===== config.mk =====
export PLATFORM = sky130hd
export DESIGN_NAME = dwindle_tile_layout_flat
export DESIGN_NICKNAME = d
export VERILOG_FILES = /design/src/design/dtl_pkg.sv /design/src/design/dtl_ifs.sv /design/src/design/dtl_front.sv /design/src/design/dtl_queue.sv /design/src/design/dtl_back.sv /design/src/design/dwindle_tile_layout.sv /design/src/flat_wrapper.sv
export SDC_FILE = /design/constraint.sdc
export NUM_CORES = 1
export LEC_CHECK = 0
export BUFFER_PORTS_ARGS = -buffer_cell sky130_fd_sc_hd__buf_2
export CAP_MARGIN = 10
export CORE_AREA = 10 10 181 183
export CTS_CLUSTER_SIZE = 14
export DETAILED_ROUTE_END_ITERATION = 12
export DIE_AREA = 0 0 191 193
export GPL_ROUTABILITY_DRIVEN = 0
export HOLD_SLACK_MARGIN = 0.02
export PLACE_DENSITY = 0.72
export RECOVER_POWER = 50
export SLEW_MARGIN = 20
export SYNTH_ARGS = -nofsm -noshare
export SYNTH_HDL_FRONTEND = slang
export SYNTH_SLANG_ARGS = --single-unit

===== constraint.sdc =====
create_clock -name i_clk -period 12.5 [get_ports i_clk]
set_clock_uncertainty 0.15 [all_clocks]
set_input_delay 0 -clock i_clk [delete_from_list [all_inputs] [get_ports i_clk]]
set_output_delay 0 -clock i_clk [all_outputs]
set_load 0.005 [all_outputs]

===== src/design/dtl_pkg.sv =====
`timescale 1ns / 1ps

package dtl_pkg;

    localparam int COORD_BITS = 14;
    localparam int ID_BITS    = 8;
    localparam int GAP_BITS   = 10;
    localparam int WS_BITS    = 8;
    localparam int POS_BITS   = COORD_BITS + 1;
    // signed working width for split arithmetic
    localparam int CALC_BITS  = COORD_BITS + 3;
    localparam int CFG_BITS   = COORD_BITS;
    localparam int CFG_IDX_BITS = 2;

    localparam int QUEUE_DEPTH = 2;
    localparam int QPTR_BITS   = (QUEUE_DEPTH > 1) ? $clog2(QUEUE_DEPTH) : 1;
    localparam int QCNT_BITS   = $clog2(QUEUE_DEPTH + 1);

    localparam logic [CFG_IDX_BITS-1:0] CFG_SCREEN_WIDTH     = 2'd0;
    localparam logic [CFG_IDX_BITS-1:0] CFG_SCREEN_HEIGHT    = 2'd1;
    localparam logic [CFG_IDX_BITS-1:0] CFG_GAP_SIZE         = 2'd2;
    localparam logic [CFG_IDX_BITS-1:0] CFG_ACTIVE_WORKSPACE = 2'd3;

    localparam logic [COORD_BITS-1:0] RST_SCREEN_WIDTH  = COORD_BITS'(1920);
    localparam logic [COORD_BITS-1:0] RST_SCREEN_HEIGHT = COORD_BITS'(1080);
    localparam logic [GAP_BITS-1:0]   RST_GAP_SIZE      = GAP_BITS'(8);
    localparam logic [WS_BITS-1:0]    RST_ACTIVE_WS     = '0;

    localparam logic signed [CALC_BITS-1:0] CALC_ONE = CALC_BITS'(1);

    typedef struct packed {
        logic [COORD_BITS-1:0] screen_width;
        logic [COORD_BITS-1:0] screen_height;
        logic [GAP_BITS-1:0]   gap_size;
        logic [WS_BITS-1:0]    active_workspace;
    } t_cfg;

    // classified request handed from front to back
    typedef struct packed {
        logic               match;
        logic               last;
        logic [ID_BITS-1:0] id;
    } t_cmd;

    typedef struct packed {
        logic [ID_BITS-1:0]    placed_id;
        logic [POS_BITS-1:0]   pos_x;
        logic [POS_BITS-1:0]   pos_y;
        logic [COORD_BITS-1:0] rect_width;
        logic [COORD_BITS-1:0] rect_height;
        logic                  last_of_run;
    } t_place;

    typedef struct packed {
        logic flushing;
    } t_back_status;

    typedef enum logic {
        BK_RUN,
        BK_FLUSH
    } t_back_state;

    function automatic logic [COORD_BITS-1:0] at_least_one(
        input logic signed [CALC_BITS-1:0] v
    );
        return (v < CALC_ONE) ? COORD_BITS'(1) : v[COORD_BITS-1:0];
    endfunction

endpackage


===== src/design/dtl_ifs.sv =====
`timescale 1ns / 1ps

interface dtl_entry_if;
    logic                         valid;
    logic                         ready;
    logic [dtl_pkg::ID_BITS-1:0]  window_id;
    logic [dtl_pkg::WS_BITS-1:0]  window_workspace;
    logic                         end_of_list;

    modport source (output valid, output window_id, output window_workspace,
                    output end_of_list, input ready);
    modport sink   (input valid, input window_id, input window_workspace,
                    input end_of_list, output ready);
endinterface

interface dtl_place_if;
    logic                            valid;
    logic                            ready;
    logic [dtl_pkg::ID_BITS-1:0]     placed_id;
    logic [dtl_pkg::POS_BITS-1:0]    pos_x;
    logic [dtl_pkg::POS_BITS-1:0]    pos_y;
    logic [dtl_pkg::COORD_BITS-1:0]  rect_width;
    logic [dtl_pkg::COORD_BITS-1:0]  rect_height;
    logic                            last_of_run;

    modport source (output valid, output placed_id, output pos_x, output pos_y,
                    output rect_width, output rect_height, output last_of_run,
                    input ready);
    modport sink   (input valid, input placed_id, input pos_x, input pos_y,
                    input rect_width, input rect_height, input last_of_run,
                    output ready);
endinterface


===== src/design/dtl_front.sv =====
`timescale 1ns / 1ps

module dtl_front (
    input  logic                        i_clk,
    input  logic                        i_rst_n,
    dtl_entry_if.sink                   i_entry,
    input  logic [dtl_pkg::WS_BITS-1:0] i_active_ws,
    output logic                        o_cmd_valid,
    output dtl_pkg::t_cmd               o_cmd,
    input  logic                        i_cmd_ready
);

    logic          r_valid;
    dtl_pkg::t_cmd r_cmd;
    logic          take;

    assign i_entry.ready = !r_valid || i_cmd_ready;
    assign take          = i_entry.valid && i_entry.ready;

    always_ff @(posedge i_clk) begin
        if (!i_rst_n) begin
            r_valid <= 1'b0;
        end else if (take) begin
            r_valid <= 1'b1;
        end else if (i_cmd_ready) begin
            r_valid <= 1'b0;
        end
    end

    always_ff @(posedge i_clk) begin
        if (take) begin
            r_cmd.match <= (i_entry.window_workspace == i_active_ws);
            r_cmd.last  <= i_entry.end_of_list;
            r_cmd.id    <= i_entry.window_id;
        end
    end

    assign o_cmd_valid = r_valid;
    assign o_cmd       = r_cmd;

endmodule


===== src/design/dtl_queue.sv =====
`timescale 1ns / 1ps

module dtl_queue (
    input  logic          i_clk,
    input  logic          i_rst_n,
    input  logic          i_push_valid,
    input  dtl_pkg::t_cmd i_push_cmd,
    output logic          o_push_ready,
    output logic          o_pop_valid,
    output dtl_pkg::t_cmd o_pop_cmd,
    input  logic          i_pop_ready
);

    dtl_pkg::t_cmd                     r_mem [dtl_pkg::QUEUE_DEPTH];
    logic [dtl_pkg::QPTR_BITS-1:0]     r_wptr;
    logic [dtl_pkg::QPTR_BITS-1:0]     r_rptr;
    logic [dtl_pkg::QCNT_BITS-1:0]     r_count;
    logic                              push;
    logic                              pop;

    assign o_push_ready = (r_count != dtl_pkg::QCNT_BITS'(dtl_pkg::QUEUE_DEPTH));
    assign o_pop_valid  = (r_count != '0);
    assign push         = i_push_valid && o_push_ready;
    assign pop          = o_pop_valid && i_pop_ready;
    assign o_pop_cmd    = r_mem[r_rptr];

    function automatic logic [dtl_pkg::QPTR_BITS-1:0] bump(
        input logic [dtl_pkg::QPTR_BITS-1:0] p
    );
        return (p == dtl_pkg::QPTR_BITS'(dtl_pkg::QUEUE_DEPTH - 1)) ? '0 : p + 1'b1;
    endfunction

    always_ff @(posedge i_clk) begin
        if (!i_rst_n) begin
            r_wptr  <= '0;
            r_rptr  <= '0;
            r_count <= '0;
        end else begin
            if (push) begin
                r_wptr <= bump(r_wptr);
            end
            if (pop) begin
                r_rptr <= bump(r_rptr);
            end
            if (push && !pop) begin
                r_count <= r_count + 1'b1;
            end else if (pop && !push) begin
                r_count <= r_count - 1'b1;
            end
        end
    end

    always_ff @(posedge i_clk) begin
        if (push) begin
            r_mem[r_wptr] <= i_push_cmd;
        end
    end

endmodule


===== src/design/dtl_back.sv =====
`timescale 1ns / 1ps

module dtl_back (
    input  logic                  i_clk,
    input  logic                  i_rst_n,
    input  dtl_pkg::t_cfg         i_cfg,
    input  logic                  i_cmd_valid,
    input  dtl_pkg::t_cmd         i_cmd,
    output logic                  o_cmd_ready,
    dtl_place_if.source           o_place,
    output dtl_pkg::t_back_status o_status
);

    localparam int CB = dtl_pkg::CALC_BITS;
    localparam int PB = dtl_pkg::POS_BITS;

    dtl_pkg::t_back_state r_state, n_state;

    logic                           r_pv, n_pv;
    logic                           r_parity, n_parity;
    logic [dtl_pkg::ID_BITS-1:0]    r_pid, n_pid;
    logic [PB-1:0]                  r_px, n_px;
    logic [PB-1:0]                  r_py, n_py;
    logic [PB-1:0]                  r_pw, n_pw;
    logic [PB-1:0]                  r_ph, n_ph;
    logic                           r_out_valid, n_out_valid;
    dtl_pkg::t_place                r_out, n_out;
    logic                           out_load;

    logic                           slot_free;
    logic                           split_now;
    logic                           stall;

    logic signed [CB-1:0] g;
    logic signed [CB-1:0] len;
    logic signed [CB-1:0] diff;
    logic signed [CB-1:0] half;
    logic signed [CB-1:0] n_try;
    logic signed [CB-1:0] rest_try;
    logic signed [CB-1:0] n_keep;
    logic signed [CB-1:0] rest;
    logic signed [CB-1:0] adv;
    logic signed [CB-1:0] full_w;
    logic signed [CB-1:0] full_h;

    // split of the pending extent chosen by parity
    always_comb begin
        g        = signed'(CB'(i_cfg.gap_size));
        len      = signed'(CB'(r_parity ? r_ph : r_pw));
        diff     = len - g;
        // truncate toward zero
        half     = (diff + signed'(CB'(diff[CB-1]))) >>> 1;
        n_try    = (half < dtl_pkg::CALC_ONE) ? (len >>> 1) : half;
        rest_try = len - n_try - g;
        if (rest_try < dtl_pkg::CALC_ONE) begin
            rest   = dtl_pkg::CALC_ONE;
            n_keep = diff - dtl_pkg::CALC_ONE;
        end else begin
            rest   = rest_try;
            n_keep = n_try;
        end
        adv      = n_keep + g;
        full_w   = signed'(CB'(i_cfg.screen_width))  - (g <<< 1);
        full_h   = signed'(CB'(i_cfg.screen_height)) - (g <<< 1);
    end

    assign slot_free = !r_out_valid || o_place.ready;
    assign split_now = i_cmd.match && r_pv;
    assign stall     = split_now && !slot_free;

    // next state
    always_comb begin
        n_state = r_state;
        unique case (r_state)
            dtl_pkg::BK_RUN: begin
                if (i_cmd_valid && !stall && i_cmd.last) begin
                    n_state = dtl_pkg::BK_FLUSH;
                end
            end
            dtl_pkg::BK_FLUSH: begin
                if (!r_pv || slot_free) begin
                    n_state = dtl_pkg::BK_RUN;
                end
            end
        endcase
    end

    // datapath and handshake
    always_comb begin
        n_pv        = r_pv;
        n_parity    = r_parity;
        n_pid       = r_pid;
        n_px        = r_px;
        n_py        = r_py;
        n_pw        = r_pw;
        n_ph        = r_ph;
        n_out       = r_out;
        out_load    = 1'b0;
        o_cmd_ready = 1'b0;
        n_out_valid = r_out_valid && !o_place.ready;

        unique case (r_state)
            dtl_pkg::BK_RUN: begin
                if (i_cmd_valid && !stall) begin
                    o_cmd_ready = !i_cmd.last;
                    if (i_cmd.match && !r_pv) begin
                        n_pv     = 1'b1;
                        n_pid    = i_cmd.id;
                        n_px     = PB'(i_cfg.gap_size);
                        n_py     = PB'(i_cfg.gap_size);
                        n_pw     = PB'(dtl_pkg::at_least_one(full_w));
                        n_ph     = PB'(dtl_pkg::at_least_one(full_h));
                        n_parity = 1'b0;
                    end else if (split_now) begin
                        out_load          = 1'b1;
                        n_out.placed_id   = r_pid;
                        n_out.pos_x       = r_px;
                        n_out.pos_y       = r_py;
                        n_out.last_of_run = 1'b0;
                        n_pid             = i_cmd.id;
                        if (!r_parity) begin
                            n_out.rect_width  = dtl_pkg::at_least_one(n_keep);
                            n_out.rect_height = dtl_pkg::at_least_one(signed'(CB'(r_ph)));
                            n_px              = PB'(signed'(CB'(r_px)) + adv);
                            n_pw              = PB'(rest);
                            n_parity          = 1'b1;
                        end else begin
                            n_out.rect_width  = dtl_pkg::at_least_one(signed'(CB'(r_pw)));
                            n_out.rect_height = dtl_pkg::at_least_one(n_keep);
                            n_py              = PB'(signed'(CB'(r_py)) + adv);
                            n_ph              = PB'(rest);
                            n_parity          = 1'b0;
                        end
                    end
                end
            end
            dtl_pkg::BK_FLUSH: begin
                if (!r_pv || slot_free) begin
                    o_cmd_ready = 1'b1;
                    if (r_pv) begin
                        out_load          = 1'b1;
                        n_out.placed_id   = r_pid;
                        n_out.pos_x       = r_px;
                        n_out.pos_y       = r_py;
                        n_out.rect_width  = dtl_pkg::at_least_one(signed'(CB'(r_pw)));
                        n_out.rect_height = dtl_pkg::at_least_one(signed'(CB'(r_ph)));
                        n_out.last_of_run = 1'b1;
                    end
                    n_pv     = 1'b0;
                    n_parity = 1'b0;
                    n_pid    = '0;
                    n_px     = '0;
                    n_py     = '0;
                    n_pw     = '0;
                    n_ph     = '0;
                end
            end
        endcase

        if (out_load) begin
            n_out_valid = 1'b1;
        end
    end

    always_ff @(posedge i_clk) begin
        if (!i_rst_n) begin
            r_state     <= dtl_pkg::BK_RUN;
            r_pv        <= 1'b0;
            r_parity    <= 1'b0;
            r_pid       <= '0;
            r_px        <= '0;
            r_py        <= '0;
            r_pw        <= '0;
            r_ph        <= '0;
            r_out_valid <= 1'b0;
        end else begin
            r_state     <= n_state;
            r_pv        <= n_pv;
            r_parity    <= n_parity;
            r_pid       <= n_pid;
            r_px        <= n_px;
            r_py        <= n_py;
            r_pw        <= n_pw;
            r_ph        <= n_ph;
            r_out_valid <= n_out_valid;
        end
    end

    always_ff @(posedge i_clk) begin
        r_out <= n_out;
    end

    assign o_place.valid       = r_out_valid;
    assign o_place.placed_id   = r_out.placed_id;
    assign o_place.pos_x       = r_out.pos_x;
    assign o_place.pos_y       = r_out.pos_y;
    assign o_place.rect_width  = r_out.rect_width;
    assign o_place.rect_height = r_out.rect_height;
    assign o_place.last_of_run = r_out.last_of_run;

    assign o_status.flushing = (r_state == dtl_pkg::BK_FLUSH);

endmodule


===== src/design/dwindle_tile_layout.sv =====
// path: a split placement passes the front register, the queue and the output register; a flush goes via BK_FLUSH
// throughput: one entry per cycle while the output accepts; each end-of-list entry also passes BK_FLUSH
// the back end's single output register sets the pace when two placements fall on one entry
// reset: synchronous active-low i_rst_n clears the queue, pending rectangle and output valid
// reset also restores the registers to 1920 x 1080, gap 8, workspace 0
`timescale 1ns / 1ps

module dwindle_tile_layout (
    input  logic                                i_clk,
    input  logic                                i_rst_n,
    dtl_entry_if.sink                           i_entry,
    dtl_place_if.source                         o_place,
    input  logic                                i_cfg_we,
    input  logic [dtl_pkg::CFG_IDX_BITS-1:0]    i_cfg_idx,
    input  logic [dtl_pkg::CFG_BITS-1:0]        i_cfg_data
);

    dtl_pkg::t_cfg         r_cfg;
    logic                  front_valid;
    dtl_pkg::t_cmd         front_cmd;
    logic                  front_ready;
    logic                  cmd_valid;
    dtl_pkg::t_cmd         cmd;
    logic                  cmd_ready;
    dtl_pkg::t_back_status back_status;

    always_ff @(posedge i_clk) begin
        if (!i_rst_n) begin
            r_cfg.screen_width     <= dtl_pkg::RST_SCREEN_WIDTH;
            r_cfg.screen_height    <= dtl_pkg::RST_SCREEN_HEIGHT;
            r_cfg.gap_size         <= dtl_pkg::RST_GAP_SIZE;
            r_cfg.active_workspace <= dtl_pkg::RST_ACTIVE_WS;
        end else if (i_cfg_we) begin
            unique case (i_cfg_idx)
                dtl_pkg::CFG_SCREEN_WIDTH: begin
                    r_cfg.screen_width <= i_cfg_data[dtl_pkg::COORD_BITS-1:0];
                end
                dtl_pkg::CFG_SCREEN_HEIGHT: begin
                    r_cfg.screen_height <= i_cfg_data[dtl_pkg::COORD_BITS-1:0];
                end
                dtl_pkg::CFG_GAP_SIZE: begin
                    r_cfg.gap_size <= i_cfg_data[dtl_pkg::GAP_BITS-1:0];
                end
                dtl_pkg::CFG_ACTIVE_WORKSPACE: begin
                    r_cfg.active_workspace <= i_cfg_data[dtl_pkg::WS_BITS-1:0];
                end
            endcase
        end
    end

    dtl_front u_front (
        .i_clk       (i_clk),
        .i_rst_n     (i_rst_n),
        .i_entry     (i_entry),
        .i_active_ws (r_cfg.active_workspace),
        .o_cmd_valid (front_valid),
        .o_cmd       (front_cmd),
        .i_cmd_ready (front_ready)
    );

    dtl_queue u_queue (
        .i_clk        (i_clk),
        .i_rst_n      (i_rst_n),
        .i_push_valid (front_valid),
        .i_push_cmd   (front_cmd),
        .o_push_ready (front_ready),
        .o_pop_valid  (cmd_valid),
        .o_pop_cmd    (cmd),
        .i_pop_ready  (cmd_ready)
    );

    dtl_back u_back (
        .i_clk       (i_clk),
        .i_rst_n     (i_rst_n),
        .i_cfg       (r_cfg),
        .i_cmd_valid (cmd_valid),
        .i_cmd       (cmd),
        .o_cmd_ready (cmd_ready),
        .o_place     (o_place),
        .o_status    (back_status)
    );

`ifndef SYNTH
    // the end-mark request stays at the queue head until its flush is done
    a_flush_has_head: assert property (@(posedge i_clk) disable iff (!i_rst_n)
        back_status.flushing |-> (cmd_valid && cmd.last))
        else $error("flush without end-mark request at queue head");

    a_flush_holds_head: assert property (@(posedge i_clk) disable iff (!i_rst_n)
        (back_status.flushing && !cmd_ready) |=> back_status.flushing)
        else $error("flush left without popping its request");

    a_reset_no_output: assert property (@(posedge i_clk)
        $past(!i_rst_n) |-> !o_place.valid)
        else $error("placement valid right after reset");
`endif

endmodule


===== src/flat_wrapper.sv =====
// flat-port wrapper written by rule: the top's interface ports become plain ports
module dwindle_tile_layout_flat 
  (i_clk, i_rst_n, i_cfg_we, i_cfg_idx, i_cfg_data, i_entry_valid, i_entry_window_id, i_entry_window_workspace, i_entry_end_of_list, i_entry_ready, o_place_valid, o_place_placed_id, o_place_pos_x, o_place_pos_y, o_place_rect_width, o_place_rect_height, o_place_last_of_run, o_place_ready);
  dtl_entry_if i_entry_i ();
  dtl_place_if o_place_i ();
  input  logic i_clk;
  input  logic i_rst_n;
  input  logic i_cfg_we;
  input  logic [dtl_pkg::CFG_IDX_BITS-1:0] i_cfg_idx;
  input  logic [dtl_pkg::CFG_BITS-1:0] i_cfg_data;
  input wire logic [$bits(i_entry_i.valid)-1:0] i_entry_valid;
  input wire logic [$bits(i_entry_i.window_id)-1:0] i_entry_window_id;
  input wire logic [$bits(i_entry_i.window_workspace)-1:0] i_entry_window_workspace;
  input wire logic [$bits(i_entry_i.end_of_list)-1:0] i_entry_end_of_list;
  output wire logic [$bits(i_entry_i.ready)-1:0] i_entry_ready;
  output wire logic [$bits(o_place_i.valid)-1:0] o_place_valid;
  output wire logic [$bits(o_place_i.placed_id)-1:0] o_place_placed_id;
  output wire logic [$bits(o_place_i.pos_x)-1:0] o_place_pos_x;
  output wire logic [$bits(o_place_i.pos_y)-1:0] o_place_pos_y;
  output wire logic [$bits(o_place_i.rect_width)-1:0] o_place_rect_width;
  output wire logic [$bits(o_place_i.rect_height)-1:0] o_place_rect_height;
  output wire logic [$bits(o_place_i.last_of_run)-1:0] o_place_last_of_run;
  input wire logic [$bits(o_place_i.ready)-1:0] o_place_ready;
  assign i_entry_i.valid = i_entry_valid;
  assign i_entry_i.window_id = i_entry_window_id;
  assign i_entry_i.window_workspace = i_entry_window_workspace;
  assign i_entry_i.end_of_list = i_entry_end_of_list;
  assign i_entry_ready = i_entry_i.ready;
  assign o_place_valid = o_place_i.valid;
  assign o_place_placed_id = o_place_i.placed_id;
  assign o_place_pos_x = o_place_i.pos_x;
  assign o_place_pos_y = o_place_i.pos_y;
  assign o_place_rect_width = o_place_i.rect_width;
  assign o_place_rect_height = o_place_i.rect_height;
  assign o_place_last_of_run = o_place_i.last_of_run;
  assign o_place_i.ready = o_place_ready;
  dwindle_tile_layout u_core (.i_clk(i_clk), .i_rst_n(i_rst_n), .i_entry(i_entry_i), .o_place(o_place_i), .i_cfg_we(i_cfg_we), .i_cfg_idx(i_cfg_idx), .i_cfg_data(i_cfg_data));
endmodule

# --- Word-level counts from Yosys, hierarchy flattened ---
# Memories as Yosys holds them, arrays and structs flattened. A register that Yosys moved wholly into a read port is not among the register bits.
# Cells that the tools add are included.
word_totals:
  ff_bits: 200
  mem_bits_rw: 20
  input_bits: 38
  output_inout_bits: 69
  elab_cells: 173
  n_memories: 1
memory_table:
  columns: ["memory", "depth", "word_bits", "read_ports", "rd_clocked_by_memory_dff", "write_ports", "line", "rtl"]
  rows:
  - ["u_core.u_queue.r_mem", 2, 10, 1, 1, 1, "dtl_queue.sv:14", "dtl_pkg::t_cmd r_mem [dtl_pkg::QUEUE_DEPTH];"]
classes:
  n_addsub: 14
  n_lt_le_gt_ge: 7
  n_eq_ne: 14
  muxes: 74
  n_bitwise: 1
  reduce_logical: 36
op_table:
  columns: ["cell", "n"]
  rows:
  - ["two-way mux 67 bit", 5]
  - ["two-way mux 15 bit", 19]
  - ["one-hot mux 67 bit (2 select lines)", 1]
  - ["one-hot mux 15 bit (2 select lines)", 4]
  - ["two-way mux 14 bit", 5]
  - ["< comparator 17 x 2 -> 1 bit (second input constant)", 2]
  - ["two-way mux 17 bit", 2]
  - ["subtractor 17 x 11 -> 17 bit", 2]
  - ["two-way mux 8 bit", 4]
  - ["adder 15 bit", 2]
  - ["< comparator 15 x 1 -> 1 bit (second input constant)", 2]
  - ["< comparator 15 x 2 -> 1 bit (second input constant)", 2]
  - ["subtractor 14 x 11 -> 15 bit", 2]
  - ["two-way mux 28 bit", 1]
  - ["two-way mux 1 bit", 25]
  - ["adder 17 x 2 -> 17 bit", 1]
  - ["subtractor 17 bit", 1]
  - ["subtractor 17 x 2 -> 17 bit (second input constant)", 1]
  - ["< comparator 16 x 2 -> 1 bit (second input constant)", 1]
  - ["one-hot mux 8 bit (2 select lines)", 1]
  - ["adder 15 x 11 -> 15 bit", 1]
  - ["logical AND 1 bit", 11]
  - ["inequality test 2 bit (second input constant)", 5]
  - ["one-hot mux 1 bit (2 select lines)", 5]
  - ["other kinds (18)", 41]

# --- Depth between registers and ports, before layout ---
# Gate-level depths: netlist of the first run.
depth:
  word_depth: 16
  depth_mapped: 60

# --- Hierarchy ---
# Synthesis of the first run repeated with hierarchy kept, for this count alone.
hier_totals:
  cells_unflattened: 1663
  area_unflattened_um2: 14895.5
by_module_without_submodules:
  columns: ["mod", "n_inst", "cells_each", "area_each_um2", "seq_area_each_um2"]
  rows:
  - ["dtl_back", 1, 1403, 11702.5, 3453.3]
  - ["dwindle_tile_layout", 1, 178, 1803.0, 920.9]
  - ["dtl_queue", 1, 56, 952.2, 700.7]
  - ["dtl_front", 1, 26, 437.9, 320.3]

# --- Least setup slack after synthesis of the first run ---
# No wires, ideal clock.
synth_path:
  path_type: "register -> register"
  start: "register u_core.u_back.r_parity"
  end: "register u_core.u_back.r_py[14]"
  setup_time_ns: 0.122
  arrival_time_ns: 11.655
  required_time_ns: 12.228
  path_slack_ns: 0.573
  path_stages_with_launch: 59
  path_buffers: 8
  path_cell_list: "dfxtp_1 > buf_6 > buf_2 > buf_1 > mux2i_1 > ha_1 > inv_1 > fa_1 > nand3_2 > a211oi_2 > nor3_1 > buf_6 > nand2_1 > nor2_1 > ha_1 > nand2_1 > o21ai_0 > nand3b_1 > [... 23 more ...] > a21oi_1 > nand2b_1 > a21boi_0 > o21ai_0 > nand2_1 > a21oi_1 > nor2b_1 > o21ai_0 > xnor2_1 > ha_1 > nor2_1 > nor2_1 > o41a_1 > a21o_1 > a21oi_1 > or3_1 > a31oi_1 > mux2i_1"
synth_via:
  elab_chain_cells: 16
  word_cells_on_any_way: 19
synth_rtl:
  columns: ["item", "line", "rtl"]
  rows:
  - ["from (decl)", "dtl_back.sv:20", "logic r_parity, n_parity;"]
  - ["from (signal assigned)", "dtl_back.sv:179", "r_parity <= n_parity;"]
  - ["two-way mux 15 bit", "dtl_back.sv:49", "len = signed'(CB'(r_parity ? r_ph : r_pw));"]
  - ["subtractor 17 x 11 -> 17 bit", "dtl_back.sv:50", "diff = len - g;"]
  - ["adder 17 x 2 -> 17 bit", "dtl_back.sv:52", "half = (diff + signed'(CB'(diff[CB-1]))) >>> 1;"]
  - ["< comparator 16 x 2 -> 1 bit", "dtl_back.sv:53", "n_try = (half < dtl_pkg::CALC_ONE) ? (len >>> 1) : half;"]
  - ["two-way mux 17 bit", "dtl_back.sv:53", null]
  - ["subtractor 17 bit", "dtl_back.sv:54", "rest_try = len - n_try - g;"]
  - ["subtractor 17 x 11 -> 17 bit", "dtl_back.sv:54", null]
  - ["< comparator 17 x 2 -> 1 bit", "dtl_back.sv:55", "if (rest_try < dtl_pkg::CALC_ONE) begin"]
  - ["two-way mux 17 bit", "dtl_back.sv:55", null]
  - ["adder 15 x 11 -> 15 bit", "dtl_back.sv:62", "adv = n_keep + g;"]
  - ["adder 15 bit", "dtl_back.sv:130", "n_py = PB'(signed'(CB'(r_py)) + adv);"]
  - ["two-way mux 15 bit", "dtl_back.sv:121", "if (!r_parity) begin"]
  - ["two-way mux 15 bit", "dtl_back.sv:114", "end else if (split_now) begin"]
  - ["two-way mux 15 bit", "dtl_back.sv:106", "if (i_cmd.match && !r_pv) begin"]
  - ["two-way mux 15 bit", "dtl_back.sv:104", "if (i_cmd_valid && !stall) begin"]
  - ["one-hot mux 15 bit (2 select lines)", "dtl_back.sv:102", "unique case (r_state)"]
  - ["to (signal assigned)", "dtl_back.sv:182", "r_py <= n_py;"]
  - ["to (decl)", "dtl_back.sv:23", "logic [PB-1:0] r_py, n_py;"]
# Parallel ways exist; a longest one is shown, timed or not. The select of a mux whose other input is x is not followed.
# A chain may end at the register's enable or synchronous reset.

# --- Worst setup path after layout of the first run ---
# Same ends and word-level chain as after synthesis.

==> results of run 1 <==
[per-layer routing]
layer / vias to the layer above / part of all wire
met5: - / 0
met4: 0 / 0.049
met3: 164 / 0.087
met2: 623 / 0.45
met1: 6110 / 0.42
li1: 6197 / -
[sequential cells by signal, indices dropped and copies added, names as in the netlist, 2 cells and up, named ones only]
name,cells
u_core.u_back.o_place.pos_x,15
u_core.u_queue.r_count,2
u_core.u_back.r_py,15
u_core.r_cfg,46
u_core.u_back.o_place.rect_height,14
u_core.u_back.r_ph,15
u_core.u_queue.r_mem,20
u_core.u_back.r_px,15
u_core.u_back.r_pw,15
u_core.u_back.o_place.rect_width,14
u_core.u_back.o_place.pos_y,15
u_core.u_back.r_pid,8
u_core.u_front.o_cmd,10
u_core.u_back.o_place.placed_id,8
[cells by family after synthesis]
group                      share of synthesized area
DFF                                           0.3702
and+or+nand+nor                               0.1914
buffers and inverters                        0.04730
AOI/OAI and AO/OA                             0.2023
adders and majority gates                     0.1018
muxes                                        0.03528
other                                      0.0002573
xor gates and xnor gates                     0.05151
[cells in the mapped netlist, drive strengths merged, types with 14 or more instances]
cell    instances
nand3          40
and2           16
clkbuf         48
edfxtp         97
xnor2          62
ha             93
a22o           24
a21oi          96
inv           113
o21ai         132
nor2          103
nor3           40
dfxtp         124
nor4           20
o211ai         14
a31oi          15
fa             16
a21boi         49
nor2b          39
buf            14
nand2         200
xor2           22
mux2i          36
a21o           16
[cell type report]
type	count	area, um^2	area share
clock buffer	31	636.9	0.03796
clock inverter	11	122.6	0.007309
inverter	114	427.9	0.02551
multi-input combinational	1244	8592	0.5121
sequential	221	5399	0.3218
tap	390	488.0	0.02909
timing repair buffer	179	1111	0.06622
[what timing repair did]
item | 4_1_cts | 5_1_grt
hold buffers | 44 | 0
setup endpoints to repair | 0 | 12
endpoints found under the hold margin | 79 | 0
setup buffers | 0 | 6
resized for setup | 0 | 18
[path summary, 6_finish.rpt]
check	from	endpoint
hold / removal	i_entry_window_id[3]	u_core.u_front.o_cmd[3]
setup reg to reg	u_core.u_back.r_parity	u_core.u_back.r_py[14]
hold reg to reg	u_core.u_front.o_cmd[3]	u_core.u_queue.r_mem[0][3]
setup / recovery	u_core.u_back.r_parity	u_core.u_back.r_py[14]
[stage by stage]
step | cell area [um^2] | worst slack (ns)
3_3_place_gp | 15530 | 0.6793
6_report | 16780 | 0.7828
4_1_cts | 16730 | 0.1616
3_5_place_dp | 15530 | 0.2020
2_1_floorplan | 14580 | 0.5728
5_1_grt | 16780 | 0.003904
[placed cells by master, fill, tap and decap left out, types with 44 or more instances in the layout]
| master | instances |
|---|---|
| a21oi_1 | 87 |
| dlygate4sd3_1 | 44 |
| nand2_1 | 200 |
| nor2_1 | 101 |
| a21boi_0 | 47 |
| clkbuf_1 | 69 |
| ha_1 | 92 |
| dfxtp_1 | 123 |
| edfxtp_1 | 97 |
| buf_2 | 44 |
| inv_1 | 113 |
| o21ai_0 | 111 |
| xnor2_1 | 62 |
==> impl_metrics.xml, run 1 <==
<?xml version="1.0" encoding="UTF-8"?>
<metrics>
  <group name="placement">
    <metric name="dpl.cell_count" unit="">2097</metric>
    <metric name="detailedPlacementHpwl" unit="um">33580</metric>
    <metric name="portBuffers" unit="">106</metric>
  </group>
  <group name="setup_path">
    <metric name="crit_cells" unit="">53</metric>
    <metric name="critical_path.max_stage_delay" unit="ns">0.56</metric>
    <metric name="endpoint_class_of_the_critical_path" unit="">flop</metric>
    <metric name="worst-path-max-fanout" unit="">15</metric>
    <metric name="worstSetupStartpointType" unit="">flop</metric>
    <metric name="worst-endpoint-arrival" unit="ns">11.98</metric>
    <metric name="cp_top_family" unit="">compound AO/OA/AOI/OAI gates</metric>
    <metric name="cp_num_buf_inv" unit="">4</metric>
    <metric name="critPathRequiredTime" unit="ns">12.76</metric>
    <metric name="crit_path_top_delay_cell" unit="">or4b_1</metric>
    <metric name="r2r_setup_slack" unit="ns">0.78</metric>
    <metric name="setup.worst_path.class" unit="">reg -&gt; reg</metric>
    <metric name="reg2regPathDepth" unit="">53</metric>
  </group>
  <group name="sta">
    <metric name="timing.final.crit_period" unit="ns">11.72</metric>
    <metric name="slew_headroom" unit="">-0.7196</metric>
    <metric name="setup_viol" unit="">0</metric>
    <metric name="hold_slack" unit="ns">0.02976</metric>
    <metric name="tightestPinTransition" unit="ns">2.579</metric>
    <metric name="final_min_period_over_clock_period" unit="">0.9374</metric>
    <metric name="max_freq" unit="GHz">0.08534</metric>
    <metric name="grt_setup_unrepaired" unit="">false</metric>
    <metric name="setup_tns" unit="ns">0</metric>
    <metric name="final_max_slew_viol_count" unit="">72</metric>
    <metric name="count_of_final_hold_check_violations" unit="">0</metric>
  </group>
  <group name="clocking">
    <metric name="clock_tree_sinks" unit="">221</metric>
    <metric name="ctsLongestPathBuffers" unit="">3</metric>
    <metric name="maximum_level_of_the_cts_h_tree" unit="">1</metric>
    <metric name="cts_tree" unit="">done</metric>
    <metric name="worstSkewPairLatency" unit="ns">0.53</metric>
    <metric name="reg_clk_slew_reported_paths" unit="ns">0.06</metric>
    <metric name="cts_made_buffers" unit="">23</metric>
    <metric name="cts-root-buf" unit="">clkbuf_16</metric>
  </group>
  <group name="run_status">
    <metric name="status" unit="">finished, violations left</metric>
    <metric name="violated_checks" unit="">capacitance limit, slew limit</metric>
  </group>
  <group name="yosys">
    <metric name="syn-cell-area" unit="um^2">14580</metric>
    <metric name="yosysSeqAreaShare" unit="">0.3702</metric>
    <metric name="yosys_most_used_dff" unit="">dfxtp_1</metric>
    <metric name="async_reset_ff_frac" unit="">0</metric>
    <metric name="ys_top_cells_by_area" unit="">edfxtp_1 20%, dfxtp_1 17%, ha_1 8.0%</metric>
    <metric name="netlist-cell-type-count" unit="">94</metric>
    <metric name="synth_cells" unit="">1640</metric>
    <metric name="syn_avg_cell_area" unit="um^2">8.887</metric>
    <metric name="ys_ff_latch" unit="">221</metric>
    <metric name="synth-edff-count" unit="">97</metric>
    <metric name="synth_fp_nets" unit="">1787</metric>
    <metric name="yosysTopAreaCellShare" unit="">0.1998</metric>
    <metric name="synth_top_area_cell" unit="">edfxtp_1</metric>
    <metric name="ys.warnings.count" unit="">0</metric>
  </group>
  <group name="global_route">
    <metric name="grt_use_met3" unit="">0.03777</metric>
    <metric name="grt_first_pass_wirelength" unit="um">68910</metric>
    <metric name="met1_usage" unit="">0.3024</metric>
    <metric name="gr-usage-all-layers" unit="">0.2328</metric>
    <metric name="met2_usage" unit="">0.3782</metric>
    <metric name="grt.busiest_layer" unit="">met2</metric>
    <metric name="grt_start_max_net_pins" unit="">72</metric>
    <metric name="antenna_found_initial" unit="">0</metric>
    <metric name="first_global_vias" unit="">12530</metric>
    <metric name="grt_overflow_total" unit="">0</metric>
  </group>
  <group name="floorplan">
    <metric name="floorplan.rows" unit="">63</metric>
    <metric name="floorplan.die.width" unit="um">191</metric>
    <metric name="fp.coreArea" unit="um^2">29240</metric>
    <metric name="design.die.area" unit="um^2">36860</metric>
    <metric name="die_height" unit="um">193</metric>
    <metric name="initial_utilization" unit="">0.4984</metric>
    <metric name="num_io_pins" unit="">107</metric>
  </group>
  <group name="layout">
    <metric name="layout-area-overhead-vs-synth" unit="%">15.11</metric>
    <metric name="fraction_of_layout_cells_with_a_size_suffix_above_1" unit="">0.09778</metric>
    <metric name="antennaDiodeCount" unit="">0</metric>
    <metric name="net_count_of_the_finished_layout" unit="">1930</metric>
    <metric name="nFillCells" unit="">2556</metric>
    <metric name="final_util" unit="">0.5737</metric>
    <metric name="finalNonFillerCells" unit="">2190</metric>
  </group>
  <group name="detailed_routing">
    <metric name="drt_iter0_drc" unit="">1422</metric>
    <metric name="postRouteAntennaNets" unit="">0</metric>
    <metric name="post-route-drc-count" unit="">0</metric>
    <metric name="routed_wl" unit="um">43890</metric>
    <metric name="viasPerCell" unit="">5.979</metric>
    <metric name="post_drt_wl_per_cell" unit="um">20.04</metric>
    <metric name="num_vias" unit="">13090</metric>
    <metric name="first_pass_iters" unit="">6</metric>
  </group>
  <group name="hold_path">
    <metric name="min_path_cells" unit="">2</metric>
    <metric name="worstHoldPathType" unit="">in -&gt; reg</metric>
  </group>
  <group name="flow_run">
    <metric name="drv_cap" unit="">1</metric>
  </group>
</metrics>
Power of run 1 is not shown: default switching activity piles up to over one toggle a cycle in this logic, so the estimate is an artifact.
==> inputs of run 2 (changes only) <==
--- a/config.mk
+++ b/config.mk
@@ -7,10 +7,10 @@
 export LEC_CHECK = 0
 export BUFFER_PORTS_ARGS = -buffer_cell sky130_fd_sc_hd__buf_2
 export CAP_MARGIN = 10
-export CORE_AREA = 10 10 181 183
+export CORE_AREA = 2 2 173 175
 export CTS_CLUSTER_SIZE = 14
 export DETAILED_ROUTE_END_ITERATION = 12
-export DIE_AREA = 0 0 191 193
+export DIE_AREA = 0 0 175 177
 export GPL_ROUTABILITY_DRIVEN = 0
 export HOLD_SLACK_MARGIN = 0.02
 export PLACE_DENSITY = 0.72
==> constraint.sdc (replaced) <==
create_clock -name i_clk -period 10.5 [get_ports i_clk]
set_clock_uncertainty 0.15 [all_clocks]
set_input_delay 0 -clock i_clk [delete_from_list [all_inputs] [get_ports i_clk]]
set_output_delay 0 -clock i_clk [all_outputs]
set_load 0.005 [all_outputs]
==> run 2 against run 1 <==
  * The run ends with setup timing left
  * Cell count up 6.8%
  * Core utilization is 6.4 points higher
  * Register-to-register slack got worse by 0.91 ns
  * Sequential share of layout area shrank 3.2 points
  * Wire length is 5.8% higher
  * First-iteration DRC count shrank 14%
  * Die area is 16% lower
  * Non-clock buffer count rose by 147
  * Critical path depth decreased by 3
  * Critical path type unchanged
  * Critical endpoint unchanged
  * Highest routed layer is now met5
==> impl_metrics.xml, run 2 (synthesis results as in run 1) <==
<?xml version="1.0" encoding="UTF-8"?>
<metrics>
  <group name="run_status">
    <metric name="status" unit="">finished, violations left</metric>
    <metric name="violated_checks" unit="">setup timing</metric>
  </group>
  <group name="placement">
    <metric name="dpl.cell_count" unit="">2225</metric>
    <metric name="detailedPlacementHpwl" unit="um">34870</metric>
    <metric name="portBuffers" unit="">106</metric>
  </group>
  <group name="sta">
    <metric name="final_max_slew_viol_count" unit="">0</metric>
    <metric name="slew_headroom" unit="">0.2429</metric>
    <metric name="count_of_final_hold_check_violations" unit="">0</metric>
    <metric name="setup_tns" unit="ns">-0.2495</metric>
    <metric name="timing.final.crit_period" unit="ns">10.62</metric>
    <metric name="final_min_period_over_clock_period" unit="">1.012</metric>
    <metric name="tightestPinTransition" unit="ns">1.127</metric>
    <metric name="hold_slack" unit="ns">0.03479</metric>
    <metric name="setup_viol" unit="">3</metric>
    <metric name="grt_setup_unrepaired" unit="">true</metric>
    <metric name="timing.final.ws_setup" unit="ns">-0.1244</metric>
    <metric name="max_freq" unit="GHz">0.09412</metric>
  </group>
  <group name="floorplan">
    <metric name="floorplan.die.width" unit="um">175</metric>
    <metric name="floorplan.rows" unit="">63</metric>
    <metric name="initial_utilization" unit="">0.4984</metric>
    <metric name="fp.coreArea" unit="um^2">29240</metric>
    <metric name="num_io_pins" unit="">107</metric>
    <metric name="die_height" unit="um">177</metric>
    <metric name="design.die.area" unit="um^2">30980</metric>
  </group>
  <group name="clocking">
    <metric name="worstSkewPairLatency" unit="ns">0.53</metric>
    <metric name="reg_clk_slew_reported_paths" unit="ns">0.06</metric>
    <metric name="cts_tree" unit="">done</metric>
    <metric name="ctsLongestPathBuffers" unit="">3</metric>
    <metric name="clock_tree_sinks" unit="">221</metric>
    <metric name="cts-root-buf" unit="">clkbuf_16</metric>
    <metric name="maximum_level_of_the_cts_h_tree" unit="">1</metric>
    <metric name="cts_made_buffers" unit="">24</metric>
  </group>
  <group name="setup_path">
    <metric name="worst-endpoint-arrival" unit="ns">10.88</metric>
    <metric name="crit_path_top_delay_cell" unit="">or4b_4</metric>
    <metric name="setup.worst_path.class" unit="">reg -&gt; reg</metric>
    <metric name="critical_path.max_stage_delay" unit="ns">0.52</metric>
    <metric name="endpoint_class_of_the_critical_path" unit="">flop</metric>
    <metric name="critPathRequiredTime" unit="ns">10.76</metric>
    <metric name="worst-path-max-fanout" unit="">8</metric>
    <metric name="worstSetupStartpointType" unit="">flop</metric>
  </group>
  <group name="layout">
    <metric name="largest_reg_flops" unit="">46</metric>
    <metric name="layout-area-overhead-vs-synth" unit="%">27.98</metric>
    <metric name="net_count_of_the_finished_layout" unit="">2077</metric>
    <metric name="final_common_cell" unit="">nand2_1</metric>
    <metric name="top_register" unit="">u_core.r_cfg</metric>
    <metric name="finalNonFillerCells" unit="">2338</metric>
    <metric name="layout_top_registers" unit="">u_core.r_cfg: 46 flops, u_core.u_queue.r_mem: 20 flops</metric>
    <metric name="antennaDiodeCount" unit="">0</metric>
    <metric name="layout_common_cells" unit="">196 x nand2_1, 173 x buf_4, 123 x dfxtp_1</metric>
    <metric name="fraction_of_layout_cells_with_a_size_suffix_above_1" unit="">0.2346</metric>
  </group>
  <group name="detailed_routing">
    <metric name="viasPerCell" unit="">5.970</metric>
    <metric name="postRouteAntennaNets" unit="">0</metric>
    <metric name="num_vias" unit="">13960</metric>
    <metric name="post-route-drc-count" unit="">0</metric>
    <metric name="drt_iter0_drc" unit="">1225</metric>
    <metric name="post_drt_wl_per_cell" unit="um">19.86</metric>
    <metric name="routed_wl" unit="um">46440</metric>
    <metric name="first_pass_iters" unit="">7</metric>
  </group>
  <group name="global_route">
    <metric name="grt_first_pass_wirelength" unit="um">71250</metric>
    <metric name="antenna_found_initial" unit="">0</metric>
    <metric name="first_global_vias" unit="">13240</metric>
    <metric name="gr-usage-all-layers" unit="">0.2889</metric>
    <metric name="grt_start_max_net_pins" unit="">72</metric>
    <metric name="grt_overflow_total" unit="">0</metric>
  </group>
  <group name="hold_path">
    <metric name="worstHoldPathType" unit="">in -&gt; reg</metric>
  </group>
  <group name="flow_run">
    <metric name="drv_cap" unit="">0</metric>
  </group>
</metrics>
## run 2: metrics by stage
stage	worst slack, ns	instance area (um^2)	utilization
5_1_grt	-0.5845	18650	0.6379
6_report	-0.1244	18650	0.6379
4_1_cts	0.01594	17980	0.6147
3_5_place_dp	-0.2519	16680	0.5705
3_3_place_gp	0.03401	16680	0.5704
2_1_floorplan	-0.03043	14820	-
## run 2: worst paths after layout
kind	from	end	slack, ns	cells past startpoint
worst max-delay path	u_core.u_back.r_parity	u_core.u_back.r_py[14]	-0.12	50
worst min register to register	u_core.u_back.r_pid[5]	u_core.u_back.o_place.placed_id[5]	0.28	0
worst min-delay path	i_entry_window_id[0]	u_core.u_front.o_cmd[0]	0.03	2
worst max register to register	u_core.u_back.r_parity	u_core.u_back.r_py[14]	-0.12	50
## run 2: critical path, delay by kind of cell (launching register included)
kind                     cells  cell delay (ns)
flip-flops                   1             0.38
AND/OR/NAND/NOR             13             2.71
XOR/XNOR                     3             0.61
multiplexers                 3             0.82
buffers and inverters        6             0.80
adder cells (fa/ha/maj)      5             1.47
AO/OA/AOI/OAI               20             3.55
## run 2: repair_timing
action | 4_1_cts | 5_1_grt
endpoints found under the hold margin | 77 | 0
resized for setup | 14 | 114
pin swaps | 11 | 74
buffers inserted | 6 | 25
gates cloned | 0 | 0
endpoints found under the setup margin | 7 | 17
hold buffers | 39 | 0
## run 2: final cells by class
class / instances / area, um^2
Clock buffer: 24 / 600.6
Sequential cell: 221 / 5399
Tap cell: 390 / 488.0
Fill cell: 2339 / 10590
Clock inverter: 20 / 200.2
Timing Repair Buffer: 326 / 2271
Multi-Input combinational cell: 1243 / 9268
Inverter: 114 / 427.9
## run 2: per-layer routing
metal | share of wire | up-vias | track usage
met5 | 0.0012 | - | 0
met4 | 0.064 | 2 | 0.1538
met3 | 0.081 | 182 | 0.04424
met2 | 0.46 | 747 | 0.4760
met1 | 0.40 | 6531 | 0.3671
li1 | - | 6496 | -
Power of run 2 is left out for the same reason.
